===== config.mk =====
export PLATFORM = sky130hd
export DESIGN_NAME = serial_bank_switch_mapper_core
export DESIGN_NICKNAME = d
export VERILOG_FILES = /design/src/rtl/sbsm_pkg.sv /design/src/rtl/sbsm_xlate.sv /design/src/rtl/serial_bank_switch_mapper_core.sv
export VERILOG_INCLUDE_DIRS = /design/src /design/src/rtl
export SDC_FILE = /design/constraint.sdc
export NUM_CORES = 1
export LEC_CHECK = 0
export BUFFER_PORTS_ARGS = -buffer_cell sky130_fd_sc_hd__buf_2
export CORE_ASPECT_RATIO = 2
export CORE_MARGIN = 5
export CORE_UTILIZATION = 30
export DETAILED_ROUTE_END_ITERATION = 6
export GPL_TIMING_DRIVEN = 0
export PLACE_DENSITY_LB_ADDON = 0.08
export SLEW_MARGIN = 20
export SYNTH_ARGS = -nofsm -noshare
export SYNTH_HDL_FRONTEND = slang
export SYNTH_SLANG_ARGS = --single-unit

===== constraint.sdc =====
create_clock -name clk -period 1.8 [get_ports clk]
set_input_delay 0.36 -clock clk [delete_from_list [all_inputs] [get_ports clk]]
set_output_delay 0.36 -clock clk [all_outputs]
set_load 0.05 [all_outputs]

===== src/rtl/assert_macros.svh =====
// ----------------------------------------------------------------------------
// assert_macros.svh
// Assertion wrappers shared by the RTL; they compile away under SYNTHESIS.
// ----------------------------------------------------------------------------
`ifndef ASSERT_MACROS_SVH
`define ASSERT_MACROS_SVH

`ifndef SYNTHESIS

// Check a property on every rising edge outside reset.
`define ASSERT_PROP(label, clk, rst, prop) \
  label: assert property (@(posedge clk) disable iff (rst) (prop)) \
    else $error("assertion failed");

// Check that a condition implies another in the same cycle.
`define ASSERT_IMPLY(label, clk, rst, ante, cons) \
  `ASSERT_PROP(label, clk, rst, (ante) |-> (cons))

// Check that a condition implies another in the next cycle.
`define ASSERT_NEXT(label, clk, rst, ante, cons) \
  `ASSERT_PROP(label, clk, rst, (ante) |=> (cons))

`else

`define ASSERT_PROP(label, clk, rst, prop)
`define ASSERT_IMPLY(label, clk, rst, ante, cons)
`define ASSERT_NEXT(label, clk, rst, ante, cons)

`endif

`endif


===== src/rtl/sbsm_pkg.sv =====
// ----------------------------------------------------------------------------
// sbsm_pkg
// Types and constants of the serial bank switch mapper.
// ----------------------------------------------------------------------------
package sbsm_pkg;

  localparam int ADDR_W   = 16;
  localparam int DATA_W   = 8;
  localparam int MAP_W    = 18;
  localparam int MIR_W    = 2;
  localparam int CFG_IDX_W = 2;
  localparam int CFG_DATA_W = 6;
  localparam int S_TDATA_W = 24;
  localparam int M_TDATA_W = 24;

  // Bus access kind
  typedef enum logic [1:0] {
    FUNC_CPU_RD = 2'd0,
    FUNC_CPU_WR = 2'd1,
    FUNC_PIC_RD = 2'd2,
    FUNC_PIC_WR = 2'd3
  } func_t;

  // Configuration register indexes
  localparam logic [CFG_IDX_W-1:0] CFG_PROG_COUNT = 2'd0;
  localparam logic [CFG_IDX_W-1:0] CFG_CHAR_COUNT = 2'd1;

  // Commit targets, picked by address bits 14:13
  localparam logic [1:0] TGT_CONTROL  = 2'd0;
  localparam logic [1:0] TGT_CHAR_LOW = 2'd1;
  localparam logic [1:0] TGT_CHAR_HIGH = 2'd2;
  localparam logic [1:0] TGT_PROG     = 2'd3;

  // Program modes, control bits 3:2
  localparam logic [1:0] MODE_FIXED_FIRST = 2'd2;
  localparam logic [1:0] MODE_FIXED_LAST  = 2'd3;

  // Reset values and fixed numbers
  localparam logic [4:0] CONTROL_RESET    = 5'h1C;
  localparam logic [4:0] CONTROL_PROG_FIX = 5'h0C;
  localparam logic [1:0] MIRROR_RESET     = 2'd3;
  localparam logic [4:0] PROG_COUNT_RESET = 5'd16;
  localparam logic [5:0] CHAR_COUNT_RESET = 6'd0;
  localparam logic [2:0] SHIFT_LAST       = 3'd4;

  typedef struct packed {
    func_t             func;
    logic [ADDR_W-1:0] bus_address;
    logic [DATA_W-1:0] write_data;
  } access_t;

  typedef struct packed {
    logic             handled;
    logic [MAP_W-1:0] mapped_address;
    logic [MIR_W-1:0] mirroring;
  } result_t;

endpackage


===== src/rtl/sbsm_xlate.sv =====
// ----------------------------------------------------------------------------
// sbsm_xlate
// Mapper state and the single-pass translation of one bus access.
// ----------------------------------------------------------------------------
`include "assert_macros.svh"

module sbsm_xlate (
  input  logic            clk,
  input  logic            rst,
  input  logic            fire,
  input  sbsm_pkg::access_t access,
  input  logic [4:0]      prog_count,
  input  logic [5:0]      char_count,
  output sbsm_pkg::result_t result
);
  import sbsm_pkg::*;

  logic [4:0] shift_value, shift_value_next;
  logic [2:0] shift_count, shift_count_next;
  logic [4:0] control_word, control_word_next;
  logic [4:0] char_low_bank, char_low_bank_next;
  logic [4:0] char_high_bank, char_high_bank_next;
  logic [4:0] char_pair_bank, char_pair_bank_next;
  logic [3:0] prog_half_bank, prog_half_bank_next;
  logic [2:0] prog_full_bank, prog_full_bank_next;
  logic [1:0] mirror_state, mirror_state_next;

  logic [ADDR_W-1:0] a;
  logic [DATA_W-1:0] d;
  logic              four_k;
  logic [1:0]        mode;
  logic [4:0]        shifted;
  logic [4:0]        last_full;
  logic [3:0]        last_bank;
  logic [MAP_W-1:0]  prog_addr;
  logic [MAP_W-1:0]  char_addr;
  logic              is_commit;
  logic              is_reset_wr;

  assign a         = access.bus_address;
  assign d         = access.write_data;
  assign four_k    = control_word[4];
  assign mode      = control_word[3:2];
  assign shifted   = {d[0], shift_value[4:1]};
  assign last_full = prog_count - 5'd1;
  assign last_bank = last_full[3:0];
  assign is_commit = fire && (access.func == FUNC_CPU_WR) && a[15] && !d[7]
                     && (shift_count == SHIFT_LAST);
  assign is_reset_wr = fire && (access.func == FUNC_CPU_WR) && a[15] && d[7];

  // Program window translation
  always_comb begin
    case (mode)
      MODE_FIXED_FIRST: begin
        prog_addr = a[14] ? {prog_half_bank, a[13:0]} : {4'd0, a[13:0]};
      end
      MODE_FIXED_LAST: begin
        prog_addr = a[14] ? {last_bank, a[13:0]} : {prog_half_bank, a[13:0]};
      end
      default: begin
        prog_addr = {prog_full_bank, a[14:0]};
      end
    endcase
  end

  // Character window translation
  always_comb begin
    if (char_count == 6'd0) begin
      char_addr = {2'd0, a};
    end else if (four_k) begin
      char_addr = {1'b0, (a[12] ? char_high_bank : char_low_bank), a[11:0]};
    end else begin
      char_addr = {1'b0, char_pair_bank, 12'd0} + {5'd0, a[12:0]};
    end
  end

  // Decode the access, update the serial register and commit
  always_comb begin
    shift_value_next    = shift_value;
    shift_count_next    = shift_count;
    control_word_next   = control_word;
    char_low_bank_next  = char_low_bank;
    char_high_bank_next = char_high_bank;
    char_pair_bank_next = char_pair_bank;
    prog_half_bank_next = prog_half_bank;
    prog_full_bank_next = prog_full_bank;
    mirror_state_next   = mirror_state;
    result.handled        = 1'b0;
    result.mapped_address = '0;

    case (access.func)
      FUNC_CPU_RD: begin
        if (a[15]) begin
          result.handled        = 1'b1;
          result.mapped_address = prog_addr;
        end
      end
      FUNC_CPU_WR: begin
        if (a[15]) begin
          result.handled = 1'b1;
          if (fire) begin
            if (d[7]) begin
              shift_value_next  = 5'd0;
              shift_count_next  = 3'd0;
              control_word_next = control_word | CONTROL_PROG_FIX;
            end else if (shift_count == SHIFT_LAST) begin
              shift_value_next = 5'd0;
              shift_count_next = 3'd0;
              case (a[14:13])
                TGT_CONTROL: begin
                  control_word_next = shifted;
                  mirror_state_next = shifted[1:0];
                end
                TGT_CHAR_LOW: begin
                  if (four_k) char_low_bank_next = shifted;
                  else        char_pair_bank_next = {shifted[4:1], 1'b0};
                end
                TGT_CHAR_HIGH: begin
                  if (four_k) char_high_bank_next = shifted;
                end
                default: begin
                  if (!mode[1]) prog_full_bank_next = shifted[3:1];
                  else          prog_half_bank_next = shifted[3:0];
                end
              endcase
            end else begin
              shift_value_next = shifted;
              shift_count_next = shift_count + 3'd1;
            end
          end
        end
      end
      FUNC_PIC_RD: begin
        if (a[15:13] == 3'd0) begin
          result.handled        = 1'b1;
          result.mapped_address = char_addr;
        end
      end
      default: begin
        if ((a[15:13] == 3'd0) && (char_count == 6'd0)) begin
          result.handled        = 1'b1;
          result.mapped_address = {2'd0, a};
        end
      end
    endcase

    result.mirroring = mirror_state_next;
  end

  // Hold mapper state
  always_ff @(posedge clk) begin
    if (rst) begin
      shift_value    <= 5'd0;
      shift_count    <= 3'd0;
      control_word   <= CONTROL_RESET;
      char_low_bank  <= 5'd0;
      char_high_bank <= 5'd0;
      char_pair_bank <= 5'd0;
      prog_half_bank <= 4'd0;
      prog_full_bank <= 3'd0;
      mirror_state   <= MIRROR_RESET;
    end else begin
      shift_value    <= shift_value_next;
      shift_count    <= shift_count_next;
      control_word   <= control_word_next;
      char_low_bank  <= char_low_bank_next;
      char_high_bank <= char_high_bank_next;
      char_pair_bank <= char_pair_bank_next;
      prog_half_bank <= prog_half_bank_next;
      prog_full_bank <= prog_full_bank_next;
      mirror_state   <= mirror_state_next;
    end
  end

  `ASSERT_PROP(a_shift_count_range, clk, rst, shift_count <= SHIFT_LAST)
  `ASSERT_NEXT(a_commit_clears_shift, clk, rst, is_commit, shift_count == 3'd0)
  `ASSERT_NEXT(a_reset_write_mode, clk, rst, is_reset_wr, control_word[3:2] == MODE_FIXED_LAST)

endmodule


===== src/rtl/serial_bank_switch_mapper_core.sv =====
// ----------------------------------------------------------------------------
// serial_bank_switch_mapper_core
// Bank-switching cartridge address mapper with a serial register load port.
// ----------------------------------------------------------------------------
// Each input word is one bus access (kind on s_tuser, address and write data
// on s_tdata); each produces exactly one output word carrying the handled flag
// on m_tuser and the mapped address plus mirroring mode on m_tdata.
// A word is taken into an input register, translated by one level of logic
// and written to a result register, which drives m_tvalid. One access per
// clock is sustained while m_tready stays high; the limit is the single
// update of the serial register and bank registers per cycle. The user must
// write the bank counts on the cfg port only while the block is idle; the
// block does not enforce it. Reset (rst, synchronous) empties both registers,
// restores the power-up banking (fixed-last program mode, horizontal
// mirroring) and the default counts of 16 program banks and character RAM.
// When m_tready is low the result register holds and the input register still
// takes one more word; s_tready then drops until the result is taken.
// ----------------------------------------------------------------------------
`include "assert_macros.svh"

module serial_bank_switch_mapper_core (
  input  logic                               clk,
  input  logic                               rst,
  // fields: bus_address[15:0], write_data[23:16]
  input  logic [sbsm_pkg::S_TDATA_W-1:0]     s_tdata,
  // fields: func[1:0]
  input  logic [1:0]                         s_tuser,
  input  logic                               s_tvalid,
  output logic                               s_tready,
  // fields: mapped_address[17:0], mirroring[19:18], zero pad[23:20]
  output logic [sbsm_pkg::M_TDATA_W-1:0]     m_tdata,
  // fields: handled[0]
  output logic                               m_tuser,
  output logic                               m_tvalid,
  input  logic                               m_tready,
  input  logic                               cfg_we,
  input  logic [sbsm_pkg::CFG_IDX_W-1:0]     cfg_index,
  input  logic [sbsm_pkg::CFG_DATA_W-1:0]    cfg_data
);
  import sbsm_pkg::*;

  logic       in_valid, in_valid_next;
  access_t    in_word;
  logic       out_valid, out_valid_next;
  result_t    out_word;
  result_t    xl_result;
  logic       s_fire;
  logic       advance;
  logic [4:0] prog_count;
  logic [5:0] char_count;

  assign advance  = in_valid && (!out_valid || m_tready);
  assign s_tready = !in_valid || advance;
  assign s_fire   = s_tvalid && s_tready;

  assign in_valid_next  = s_fire || (in_valid && !advance);
  assign out_valid_next = advance || (out_valid && !m_tready);

  // Configuration registers
  always_ff @(posedge clk) begin
    if (rst) begin
      prog_count <= PROG_COUNT_RESET;
      char_count <= CHAR_COUNT_RESET;
    end else if (cfg_we) begin
      case (cfg_index)
        CFG_PROG_COUNT: prog_count <= cfg_data[4:0];
        CFG_CHAR_COUNT: char_count <= cfg_data;
        default: ;
      endcase
    end
  end

  // Input register
  always_ff @(posedge clk) begin
    if (rst) begin
      in_valid <= 1'b0;
    end else begin
      in_valid <= in_valid_next;
    end
  end

  always_ff @(posedge clk) begin
    if (s_fire) begin
      in_word.func        <= func_t'(s_tuser);
      in_word.bus_address <= s_tdata[ADDR_W-1:0];
      in_word.write_data  <= s_tdata[ADDR_W+DATA_W-1:ADDR_W];
    end
  end

  sbsm_xlate u_xlate (
    .clk        (clk),
    .rst        (rst),
    .fire       (advance),
    .access     (in_word),
    .prog_count (prog_count),
    .char_count (char_count),
    .result     (xl_result)
  );

  // Result register
  always_ff @(posedge clk) begin
    if (rst) begin
      out_valid <= 1'b0;
    end else begin
      out_valid <= out_valid_next;
    end
  end

  always_ff @(posedge clk) begin
    if (advance) begin
      out_word <= xl_result;
    end
  end

  assign m_tvalid = out_valid;
  assign m_tuser  = out_word.handled;
  assign m_tdata  = {{(M_TDATA_W-MAP_W-MIR_W){1'b0}}, out_word.mirroring,
                     out_word.mapped_address};

  `ASSERT_IMPLY(a_unhandled_zero, clk, rst, out_valid && !m_tuser, m_tdata[MAP_W-1:0] == '0)
  `ASSERT_NEXT(a_word_moves_on, clk, rst, advance, out_valid)
  `ASSERT_NEXT(a_stall_keeps_input, clk, rst, in_valid && out_valid && !m_tready, in_valid)

endmodule


# Yosys cells after proc, flatten, opt, wreduce, memory -nomap -nowiden
# Cells that the tools add are included.
[op_classes] n_mux=25 n_addsub=3 bitwise_logic=4 reduce_logical=31 eq_ne=8
[ops] op="$mux 18" n=4
[ops] op="$mux 19" n=3
[ops] op="$pmux 18 s3" n=1
[ops] op="$pmux 18 s2" n=1
[ops] op="$reduce_and 7->1" n=5
[ops] op="$add 17x13->18" n=1
[ops] op="$mux 5" n=3
[ops] op="$mux 2" n=6
[ops] op="$mux 4" n=3
[ops] op="$eq 2x2->1 const B" n=4
[ops] op="$eq 2x1->1 const B" n=3
[ops] op="$logic_not 2->1" n=3
[ops] op="$logic_not 6->1" n=1
[ops] op="$mux 3" n=2
[ops] op="$reduce_and 6->1" n=1
[ops] op="$logic_and 1x1->1" n=5
[ops] op="$reduce_and 5->1" n=1
[ops] op="$logic_not 1->1" n=4
[ops] op="$logic_or 1x1->1" n=4
[ops] op="$not 1->1" n=4
[ops] op="$reduce_and 2->1" n=2
[ops] op="$reduce_bool 2->1" n=2
[ops] op="$sub 4x1->4 const B" n=1
[ops] op="$add 3x1->3 const B" n=1
[ops] op="other kinds (6)" n=6
[totals] ff_bits=95 out_inout_bits=27 elab_cells=91 in_bits=39

# Depth between registers and ports, before layout
# Gate-level depths: netlist of run 1.
[logic_depth] ltp_word=7 mapped_depth=7 mapped_depth_nobuf=6

# By module
# Synthesis of run 1 repeated with hierarchy kept, for this count alone.
[hier_totals] cells_unflattened=321 area_unflattened_um2=3881.2
[modules_own_cells] mod="serial_bank_switch_mapper_core" area_each_um2=2009.4 cells_per_inst=107 n_inst=1
[modules_own_cells] mod="sbsm_xlate" area_each_um2=1871.8 cells_per_inst=214 n_inst=1

# Worst setup path after synthesis of run 1
# No wires, ideal clock.
[synth_path] kind="reg-to-reg" from="reg out_valid (netlist: m_tvalid)" to="reg in_word[0] in the netlist's numbering (enable)" slack_ns=-0.252 required_ns=1.422 path_stages_with_launch=4 n_path_buf=0 t_arrival_ns=1.674 path_cell_list="dfxtp_1 -> nor2b_1 -> nand2_1 -> and2_1"
[synth_between] elab_chain_len=5
[synth_rtl] element="start: declaration" line_no="serial_bank_switch_mapper_core.sv:44" source="logic out_valid, out_valid_next;"
[synth_rtl] element="start signal: assignment" line_no="serial_bank_switch_mapper_core.sv:105" source="out_valid <= out_valid_next;"
[synth_rtl] element="$logic_not 1->1" line_no="serial_bank_switch_mapper_core.sv:52" source="assign advance = in_valid && (!out_valid || m_tready);"
[synth_rtl] element="$logic_or 1x1->1" line_no="serial_bank_switch_mapper_core.sv:52"
[synth_rtl] element="$logic_and 1x1->1" line_no="serial_bank_switch_mapper_core.sv:52"
[synth_rtl] element="$logic_or 1x1->1" line_no="serial_bank_switch_mapper_core.sv:53" source="assign s_tready = !in_valid || advance;"
[synth_rtl] element="net s_tready" line_no="serial_bank_switch_mapper_core.sv:29" source="output logic s_tready,"
[synth_rtl] element="$logic_and 1x1->1" line_no="serial_bank_switch_mapper_core.sv:54" source="assign s_fire = s_tvalid && s_tready;"
[synth_rtl] element="net s_fire" line_no="serial_bank_switch_mapper_core.sv:47" source="logic s_fire;"
[synth_rtl] element="end: declaration" line_no="serial_bank_switch_mapper_core.sv:43" source="access_t in_word;"
# The timed path passes the listed nets, and every way through them passes these cells.
# A chain may end at the register's enable or synchronous reset.

==> results of run 1 <==
==> state kept, by name, summed over array words and instances, names as in the netlist <==
name / cells
char_count: 6
in_valid: 1
in_word: 20
m_tdata: 20
m_tuser: 1
m_tvalid: 1
prog_count: 4
u_xlate.char_high_bank: 5
u_xlate.char_low_bank: 5
u_xlate.char_pair_bank: 4
u_xlate.control_word: 3
u_xlate.mirror_state: 2
u_xlate.prog_full_bank: 3
u_xlate.prog_half_bank: 4
u_xlate.shift_count: 3
u_xlate.shift_value: 4
==> kinds of logic (layout without fill, tap and decap cells) <==
family | after synthesis | after routing | share of synthesized area, %
compound gates | 85 | 85 | 12.7
xor+xnor | 4 | 4 | 0.947
fa+ha+maj | 3 | 3 | 1.01
buf+inv | 33 | 107 | 4.29
flops | 86 | 86 | 57.6
mux | 15 | 15 | 4.06
other cells | 1 | 4 | 0.101
simple gates | 122 | 122 | 19.3
==> stage by stage <==
stage / total power [mW] / hold slack (ns) / setup slack, ns / std cells / instance area, um^2
global placement: 2.54 / 0.463 / -0.212 / 553 / 4170
detailed placement: 2.54 / 0.466 / -0.237 / 553 / 4170
floorplan: 2.42 / 0.449 / 0.123 / 352 / 3720
global route: 4.48 / 0.180 / 0.00415 / 573 / 4520
finish: 4.31 / 0.195 / 0.0629 / 573 / 4520
CTS: 4.38 / 0.179 / 0.00144 / 570 / 4480
==> cell usage after synthesis, drive strengths merged (2+ instances only) <==
cell type,count
nand4,2
edfxtp,41
ha,3
dfxtp,45
or2,6
clkbuf,12
nand3b,2
inv,9
nand2,28
nor3b,3
o21ai,39
buf,12
mux2i,15
xnor2,3
and2b,2
and3b,2
nor2,22
o22ai,2
or3b,2
a21oi,36
nor3,4
nand3,28
nand2b,2
nor2b,11
==> repair_timing <==
item                       CTS  global route
buffers inserted             1             3
setup endpoints to repair   35            39
cloned                       0             0
resized for setup            4             5
hold buffers                 0             0
pin swaps                    0             1
==> path summary, 6_finish.rpt <==
check                                           end  slack, ns                              startpoint  cells after the start
min                            in_word[7]$_DFFE_PP_       0.20                             s_tdata[23]                      1
max                           m_tdata[15]$_DFFE_PP_       0.06                   in_word[22]$_DFFE_PP_                      5
max reg2reg                   m_tdata[15]$_DFFE_PP_       0.06                   in_word[22]$_DFFE_PP_                      5
min reg2reg  u_xlate.char_pair_bank[3]$_SDFFE_PP0P_       0.48  u_xlate.char_pair_bank[3]$_SDFFE_PP0P_                      2
==> where the power goes <==
part           switching, mW  internal [mW]  total [mW]
Clock                  0.752           1.06        1.82
Combinational          0.240          0.120       0.360
Sequential            0.0292           2.11        2.14
==> final cells by class <==
type                            count  area, um^2  area share [%]
Buffer                             24         130            2.88
Timing Repair Buffer               58         300            6.65
Clock inverter                      7        65.1            1.44
Sequential cell                    86        2130            47.2
Inverter                            9        33.8           0.748
Multi-Input combinational cell    233        1440            32.0
Tap cell                          147         184            4.07
Clock buffer                        9         225            4.99
==> metal layers <==
layer	global-route usage [%]	routed length, um	up-vias
met1	12.6	3280	1351
li1	-	-	1379
met4	7.50	358	0
met5	0	0	-
met2	26.0	5700	78
met3	3.16	479	18
==> results_dict.tcl, run 1 <==
set metrics [dict create \
    run_status "completed" \
    core_region_area_mm2 0.0121 \
    end_kind "register" \
    dieHeight_um 167 \
    cts_buffers 9 \
    start_util_pct 30.5 \
    wl_per_cell_um 17.1 \
    cpMaxStageDelayCell "edfxtp_1" \
    maxSlewViolCount 0 \
    yosys_register_bits 86 \
    slew_headroom_pct 54.1 \
    final_core_util_pct 37.2 \
    ys_warn_count 0 \
    clock_latency_ns 0.34 \
    final_cell_mix "buf_2 (58), dfxtp_1 (44), edfxtp_1 (41)" \
    grt_start_max_net_pins 22 \
    cts.sinks 86 \
    ios 66 \
    antenna_found_initial 0 \
    die_w_um 88.5 \
    fin_crit_ns 1.74 \
    setup_tns_ns 0 \
    crit_path_start_kind "register" \
    gp_congestion 0.777 \
    cts-root-buf "clkbuf_16" \
    worst_ir_drop_vdd_mv 0.675 \
    routed_wirelength_mm 9.82 \
    fmax_ghz 0.576 \
    syn_to_final_growth_pct 22.0 \
    nets 463 \
    worstPathMaxFanout 10 \
    drive_gt1_share_pct 27.9 \
    avgViaCountPerCell 4.93 \
    yosysTopAreaCell "edfxtp_1" \
    netlist_area_mm2 0.00370 \
    grt_pass1_wl_mm 15.0 \
    arrival_ns 1.81 \
    power.leakage_nw 1.72 \
    path_clk_slew_ns 0.06 \
    max_stage_delay_ns 0.48 \
    grt_setup_unrepaired "no" \
    synth_async_sr_flop_share_pct 0 \
    worst_pin_slew_ns 0.688 \
    hold_viol_final 0 \
    synth.area.top_cells "edfxtp_1 (33%), dfxtp_1 (24%), a21oi_1 (4.7%), mux2i_1 (4.1%), o21ai_0 (3.9%)" \
    cts_buffer_depth 2 \
    ys.flop_type "dfxtp_1" \
    nFillCells 1269 \
    syn_inst 349 \
    finClkSkew_ns 0.00710 \
    min_period_over_period_pct 96.5 \
    ys_seq_area_share_pct 57.6 \
    overflow 0 \
    drc 0 \
    drv_cap 0 \
    setup_viol 0 \
    antennaDiodeCount 0 \
    synth_edf_count 41 \
    worst-path-buf-inv 2 \
    ant_nets 0 \
    vias 2826 \
    port_buffers 54 \
    die-area_mm2 0.0148 \
    first_global_vias 2874 \
    detail_route.iter0.violations 89 \
    cp_top_family "buffers and inverters" \
    cts_tree "done" \
    final_common_cell "buf_2" \
    powerDensity_mw_per_mm2 956 \
    crit_top_cell "a21oi_1" \
    cp.required_ns 1.87 \
    drt-pass1-iter-count 4 \
    track_usage_pct 13.7 \
    worstPathCellList "clkbuf_4 -> buf_2 -> a21oi_1 -> a21oi_1 -> o22ai_1" \
    worstHoldPathType "in2reg" \
    syn_avg_cell_area_um2 10.6 \
    num_rows 57 \
    synth.top_cell.area_share_pct 33.3 \
    cts_htree_levels 3 \
    critPathKind "reg2reg" \
    ys_types 52 \
    hpwl_mm 7.67 \
]
Note: power is estimated with default switching activity, not from simulation.
==> run 2: changes to the inputs <==
--- a/config.mk
+++ b/config.mk
@@ -6,12 +6,15 @@
 export SDC_FILE = /design/constraint.sdc
 export NUM_CORES = 1
 export LEC_CHECK = 0
+export ABC_AREA = 1
 export BUFFER_PORTS_ARGS = -buffer_cell sky130_fd_sc_hd__buf_2
 export CORE_ASPECT_RATIO = 2
 export CORE_MARGIN = 5
 export CORE_UTILIZATION = 30
+export CTS_BUF_LIST = sky130_fd_sc_hd__clkbuf_2 sky130_fd_sc_hd__clkbuf_4 sky130_fd_sc_hd__clkbuf_8
 export DETAILED_ROUTE_END_ITERATION = 6
 export GPL_TIMING_DRIVEN = 0
+export MAX_ROUTING_LAYER = met4
 export PLACE_DENSITY_LB_ADDON = 0.08
 export SLEW_MARGIN = 20
 export SYNTH_ARGS = -nofsm -noshare
==> run 2 against run 1 <==
Die area fell by 1.4%. Sequential share of layout area grew 1.4 points. Global-route usage is 0.24 points higher. First-iteration DRC count increased by 18%. Synthesized area shrank 1.5%. Synthesized cell count increased by 17%. Clock power down 24%. Routed wire length down 3.5%. Combinational power barely moved. Critical path depth grew 1. Setup slack better by 0.096 ns. Largest power group unchanged.
==> results_dict.tcl, run 2 <==
set metrics [dict create \
    reg2reg_from "in_word[22]$_DFFE_PP_" \
    synth_common_cells "nand2_1 (83), nor2_1 (73), dfxtp_1 (45)" \
    worst_ir_drop_vdd_mv 0.367 \
    syn_avg_cell_area_um2 8.89 \
    cp.required_ns 2.01 \
    nFillCells 1272 \
    synth_async_sr_flop_share_pct 0 \
    grt_setup_unrepaired "no" \
    rrSetupSlack_ns 0.16 \
    gp_congestion 0.819 \
    whs_ns 0.157 \
    final_common_cell "nand2_1" \
    slew_headroom_pct 44.5 \
    grt_pass1_wl_mm 14.6 \
    cts_buffer_depth 2 \
    run_status "completed" \
    arrival_ns 1.86 \
    vias 2851 \
    end_kind "register" \
    power.leakage_nw 1.80 \
    powerDensity_mw_per_mm2 888 \
    wl_met1_mm 3.59 \
    die-area_mm2 0.0146 \
    place_area_mm2 0.00413 \
    hpwl_mm 7.17 \
    ant_nets 0 \
    wl_met2_mm 5.33 \
    grt_start_max_net_pins 21 \
    hold_viol_final 0 \
    fin_crit_ns 1.64 \
    drv_cap 0 \
    reg2reg_depth 6 \
    ys_seq_area_share_pct 58.5 \
    cts-root-buf "clkbuf_8" \
    netlist_area_mm2 0.00365 \
    start_util_pct 30.3 \
    first_global_vias 2772 \
    yosysMostFrequentCell "nand2_1" \
    routed_wirelength_mm 9.47 \
    die_w_um 88.0 \
    final_cell_mix "nand2_1 (83), nor2_1 (72), buf_2 (57)" \
    port_buffers 55 \
    crit_path_start_kind "register" \
    syn_inst 410 \
    setup_ws_ns 0.159 \
    synth_edf_count 41 \
    setup_viol 0 \
    cts_htree_levels 3 \
    detail_route.iter0.violations 105 \
    antenna_found_initial 0 \
    yosys_register_bits 86 \
    clock_latency_ns 0.37 \
    maxSlewViolCount 0 \
    min_period_over_period_pct 91.2 \
    num_rows 57 \
    ys_types 27 \
    path_clk_slew_ns 0.09 \
    cts_buffers 9 \
    min_to "in_word[16]$_DFFE_PP_" \
    avgViaCountPerCell 4.48 \
    synth.top_cell.area_share_pct 33.8 \
    holdCritStartpoint "s_tdata[8]" \
    cts_tree "done" \
    drive_gt1_share_pct 21.3 \
    ys.flop_type "dfxtp_1" \
    critPathKind "reg2reg" \
    worst_pin_slew_ns 0.832 \
    antennaDiodeCount 0 \
    ys_warn_count 0 \
    yosysTopAreaCell "edfxtp_1" \
    worstPathMaxFanout 10 \
    synth.area.top_cells "edfxtp_1 (34%), dfxtp_1 (25%), nand2_1 (8.5%), nor2_1 (7.5%), o21ai_0 (5.2%)" \
    dieHeight_um 166 \
    design_area_mm2 0.00439 \
    ios 66 \
    syn_to_final_growth_pct 20.3 \
    fmax_ghz 0.609 \
    finClkSkew_ns 0.00976 \
    cts.sinks 86 \
    routed.top_layer "met4" \
    place_ws_ns -0.296 \
    worstHoldPathType "in2reg" \
    core_region_area_mm2 0.0121 \
    wl_met3_um 368 \
    nets 526 \
    track_usage_pct 13.9 \
    drt-pass1-iter-count 4 \
    wl_per_cell_um 14.9 \
    min_path_cells 1 \
    drc 0 \
    finalPower_mw 3.90 \
    overflow 0 \
    r2r_end "m_tdata[2]$_DFFE_PP_" \
]
[run 2: cell count changes after synthesis, moves of 6 or more]
cell      previous run  this run
inv_1                9        36
nand3_1             28        21
a21oi_1             35        15
or2_2                6         0
clkbuf_1            12         4
a21boi_0             0        10
o21ai_1              9         0
nor2b_2              8         0
o21ai_0             29        38
mux2i_1             15         0
nand2_1             28        83
nor2_1              22        73
[run 2: report_power, final]
group	switching [mW]	internal, mW
clock	0.739	0.643
sequential	0.0377	2.11
combinational	0.256	0.104
total	1.03	2.86
[run 2: logic make-up after synthesis]
kind of cell | synth area share (%)
AND/OR/NAND/NOR | 23.3
flip-flops | 58.5
AO/OA/AOI/OAI | 10.9
buffers and inverters | 6.14
adder cells (fa/ha/maj) | 1.03
other | 0.103
[run 2: layout make-up]
class,instances,area [um^2],area share [%]
Buffer,12,73.8,1.68
Clock inverter,7,75.1,1.71
Timing Repair Buffer,59,318,7.24
Multi-Input combinational cell,276,1330,30.3
Inverter,40,150,3.42
Tap cell,147,184,4.19
Sequential cell,86,2130,48.6
Clock buffer,9,124,2.82
[run 2: worst max path at each step]
stage,from,end,slack (ns),depth (start not counted)
2_1_floorplan,m_tvalid$_SDFF_PP0_,u_xlate.char_high_bank[0]$_SDFFE_PP0P_,0.19,6
5_1_grt,u_xlate.shift_count[0]$_SDFFE_PP0P_,u_xlate.prog_half_bank[1]$_SDFFE_PP0P_,0.006,10
4_1_cts,u_xlate.shift_count[0]$_SDFFE_PP0P_,m_tdata[18]$_DFFE_PP_,0.06,9
3_5_place_dp,m_tready,u_xlate.char_high_bank[0]$_SDFFE_PP0P_,-0.30,8
3_3_place_gp,m_tready,u_xlate.char_high_bank[3]$_SDFFE_PP0P_,-0.22,8
6_report,in_word[22]$_DFFE_PP_,m_tdata[2]$_DFFE_PP_,0.16,6
[run 2: repair_timing]
| action | 4_1_cts | 5_1_grt |
|---|---|---|
| hold buffers | 0 | 0 |
| cloned | 1 | 0 |
| setup endpoints to repair | 10 | 19 |
| pin swaps | 0 | 1 |
| buffers inserted | 0 | 4 |
| gates resized for setup | 0 | 2 |
[run 2: stage by stage]
| step | TNS (ns) | std cells | utilization (%) |
|---|---|---|---|
| 6_report | 0 | 636 | 36.4 |
| 5_1_grt | 0 | 636 | 36.4 |
| 4_1_cts | 0 | 632 | 36.0 |
| 2_1_floorplan | 0 | 413 | - |
| 3_3_place_gp | -1.77 | 615 | 34.3 |
| 3_5_place_dp | -2.35 | 615 | 34.3 |
[run 2: critical path: stages (launching register included)]
cell	delay [ns]
edfxtp_1	0.46
nor2_4	0.22
nand2_1	0.13
nor2_2	0.15
nand2_1	0.13
buf_2	0.20
a21boi_0	0.18
[run 2: metal layers]
metal	track usage, %	up-vias
li1	-	1493
met1	13.8	1294
met2	25.4	53
met3	2.53	11
met4	6.15	0
met5	-	-
==> run 3: changes to the inputs <==
--- a/config.mk
+++ b/config.mk
@@ -11,7 +11,7 @@
 export CORE_ASPECT_RATIO = 2
 export CORE_MARGIN = 5
 export CORE_UTILIZATION = 30
-export CTS_BUF_LIST = sky130_fd_sc_hd__clkbuf_2 sky130_fd_sc_hd__clkbuf_4 sky130_fd_sc_hd__clkbuf_8
+export CTS_BUF_LIST = sky130_fd_sc_hd__clkbuf_16
 export DETAILED_ROUTE_END_ITERATION = 6
 export GPL_TIMING_DRIVEN = 0
 export MAX_ROUTING_LAYER = met4
==> run 3 against run 2 <==
Clock-buffer cell count stayed put. Design area is 2.3% higher. Critical path depth is 2 lower. Combinational power hardly changed. Total power is 12% higher. Sequential power hardly changed. Non-clock buffer count stayed put. Global-route usage is 0.062 points lower. Register-to-register slack better by 0.02 ns. Clock skew is 0.0031 ns lower. Die area stayed put. Cell count stayed put.
==> results_dict.tcl, run 3 (same netlist as run 2, synthesis figures left out) <==
set metrics [dict create \
    run_status "completed" \
    hpwl_mm 7.17 \
    worst_ir_drop_vdd_mv 0.508 \
    antenna_found_initial 0 \
    maxSlewViolCount 0 \
    num_rows 57 \
    final_cell_mix "nand2_1 (83), nor2_1 (72), buf_2 (57)" \
    cts.sinks 86 \
    cts-root-buf "clkbuf_16" \
    fin_cells 636 \
    syn_to_final_growth_pct 23.1 \
    end_kind "register" \
    worstPathCellList "nor3_2 -> nor2_1 -> buf_2 -> a21boi_0" \
    whs_ns 0.191 \
    cpMaxStageDelayCell "edfxtp_1" \
    finalPower_mw 4.38 \
    fmax_ghz 0.618 \
    setup_ws_ns 0.181 \
    routed_wirelength_mm 9.40 \
    core_region_area_mm2 0.0121 \
    cts_tree "done" \
    cp_top_family "simple AND/OR/NAND/NOR gates" \
    drv_cap 0 \
    nets 526 \
    ant_nets 0 \
    finClkSkew_ns 0.00666 \
    cts_htree_levels 3 \
    cp.required_ns 1.98 \
    fin_crit_ns 1.62 \
    vias 2860 \
    multiInputGateArea_mm2 0.00133 \
    arrival_ns 1.80 \
    ios 66 \
    powerDensity_mw_per_mm2 976 \
    first_global_vias 2770 \
    setup_viol 0 \
    detail_route.iter0.violations 96 \
    register_area_mm2 0.00213 \
    worst-path-buf-inv 1 \
    wl_per_cell_um 14.8 \
    min_period_over_period_pct 90.0 \
    grt_start_max_net_pins 21 \
    cts_buffers 9 \
    placedCellCount 615 \
    avgViaCountPerCell 4.50 \
    start_util_pct 30.3 \
    slew_headroom_pct 45.2 \
    die-area_mm2 0.0146 \
    worstHoldPathType "in2reg" \
    hold_buffers 0 \
    worst_pin_slew_ns 0.822 \
    place_ws_ns -0.296 \
    drive_gt1_share_pct 21.3 \
    max_stage_delay_ns 0.48 \
    die_w_um 88.0 \
    nFillCells 1267 \
    track_usage_pct 13.9 \
    cts_buffer_depth 2 \
    worstPathMaxFanout 10 \
    power.leakage_nw 1.84 \
    antennaDiodeCount 0 \
    path_clk_slew_ns 0.07 \
    grt_pass1_wl_mm 14.6 \
    final_common_cell "nand2_1" \
    overflow 0 \
    critPathKind "reg2reg" \
    hold_viol_final 0 \
    port_buffers 55 \
    clock_latency_ns 0.34 \
    drt-pass1-iter-count 4 \
    drc 0 \
    dieHeight_um 166 \
    crit_path_start_kind "register" \
    gp_congestion 0.819 \
]
[run 3: through the flow]
stage	utilization [%]	area (um^2)	setup TNS (ns)
3_3_place_gp	34.3	4130	-1.77
2_1_floorplan	-	3670	0
5_1_grt	37.2	4490	-0.00186
3_5_place_dp	34.3	4130	-2.35
4_1_cts	36.9	4440	0
6_report	37.2	4490	0
[run 3: what timing repair did]
item / CTS / global route
setup endpoints to repair: 10 / 14
gates resized for setup: 0 / 2
pin swaps: 0 / 1
gates cloned: 1 / 0
buffers inserted: 0 / 4
[run 3: path summary, 6_finish.rpt]
check	endpoint	slack [ns]	cells past startpoint	startpoint
worst max-delay path	m_tdata[1]$_DFFE_PP_	0.18	4	in_word[25]$_DFFE_PP_
worst min-delay path	in_word[7]$_DFFE_PP_	0.19	1	s_tdata[23]
worst max register to register	m_tdata[1]$_DFFE_PP_	0.18	4	in_word[25]$_DFFE_PP_
worst min register to register	u_xlate.mirror_state[1]$_SDFF_PP1_	0.45	2	u_xlate.mirror_state[1]$_SDFF_PP1_
[run 3: per-layer routing]
| layer | part of all wire, % | vias to the layer above | global-route usage [%] |
|---|---|---|---|
| li1 | - | 1500 | - |
| met1 | 38 | 1293 | 13.9 |
| met2 | 55 | 51 | 25.0 |
| met3 | 4.2 | 16 | 2.43 |
| met4 | 2.7 | 0 | 6.55 |
| met5 | 0 | - | - |
[run 3: layout make-up]
cell class                      count  area share, %
Sequential cell                    86           47.5
Multi-Input combinational cell    276           29.6
Timing Repair Buffer               59           7.08
Clock buffer                        9           5.02
Tap cell                          147           4.10
Inverter                           40           3.35
Clock inverter                      7           1.67
Buffer                             12           1.64
[run 3: power breakdown]
group	leakage [nW]	internal (mW)	switching, mW
combinational	0.943	0.104	0.256
sequential	0.760	2.12	0.0371
clock	0.139	1.08	0.789
[run 3: worst reg2reg max path: cells and delay by family, from the launching register on]
family / cells / cell delay (ns)
AND/OR/NAND/NOR: 2 / 0.61
AO/OA/AOI/OAI: 1 / 0.17
flip-flops: 1 / 0.48
buffers and inverters: 1 / 0.21
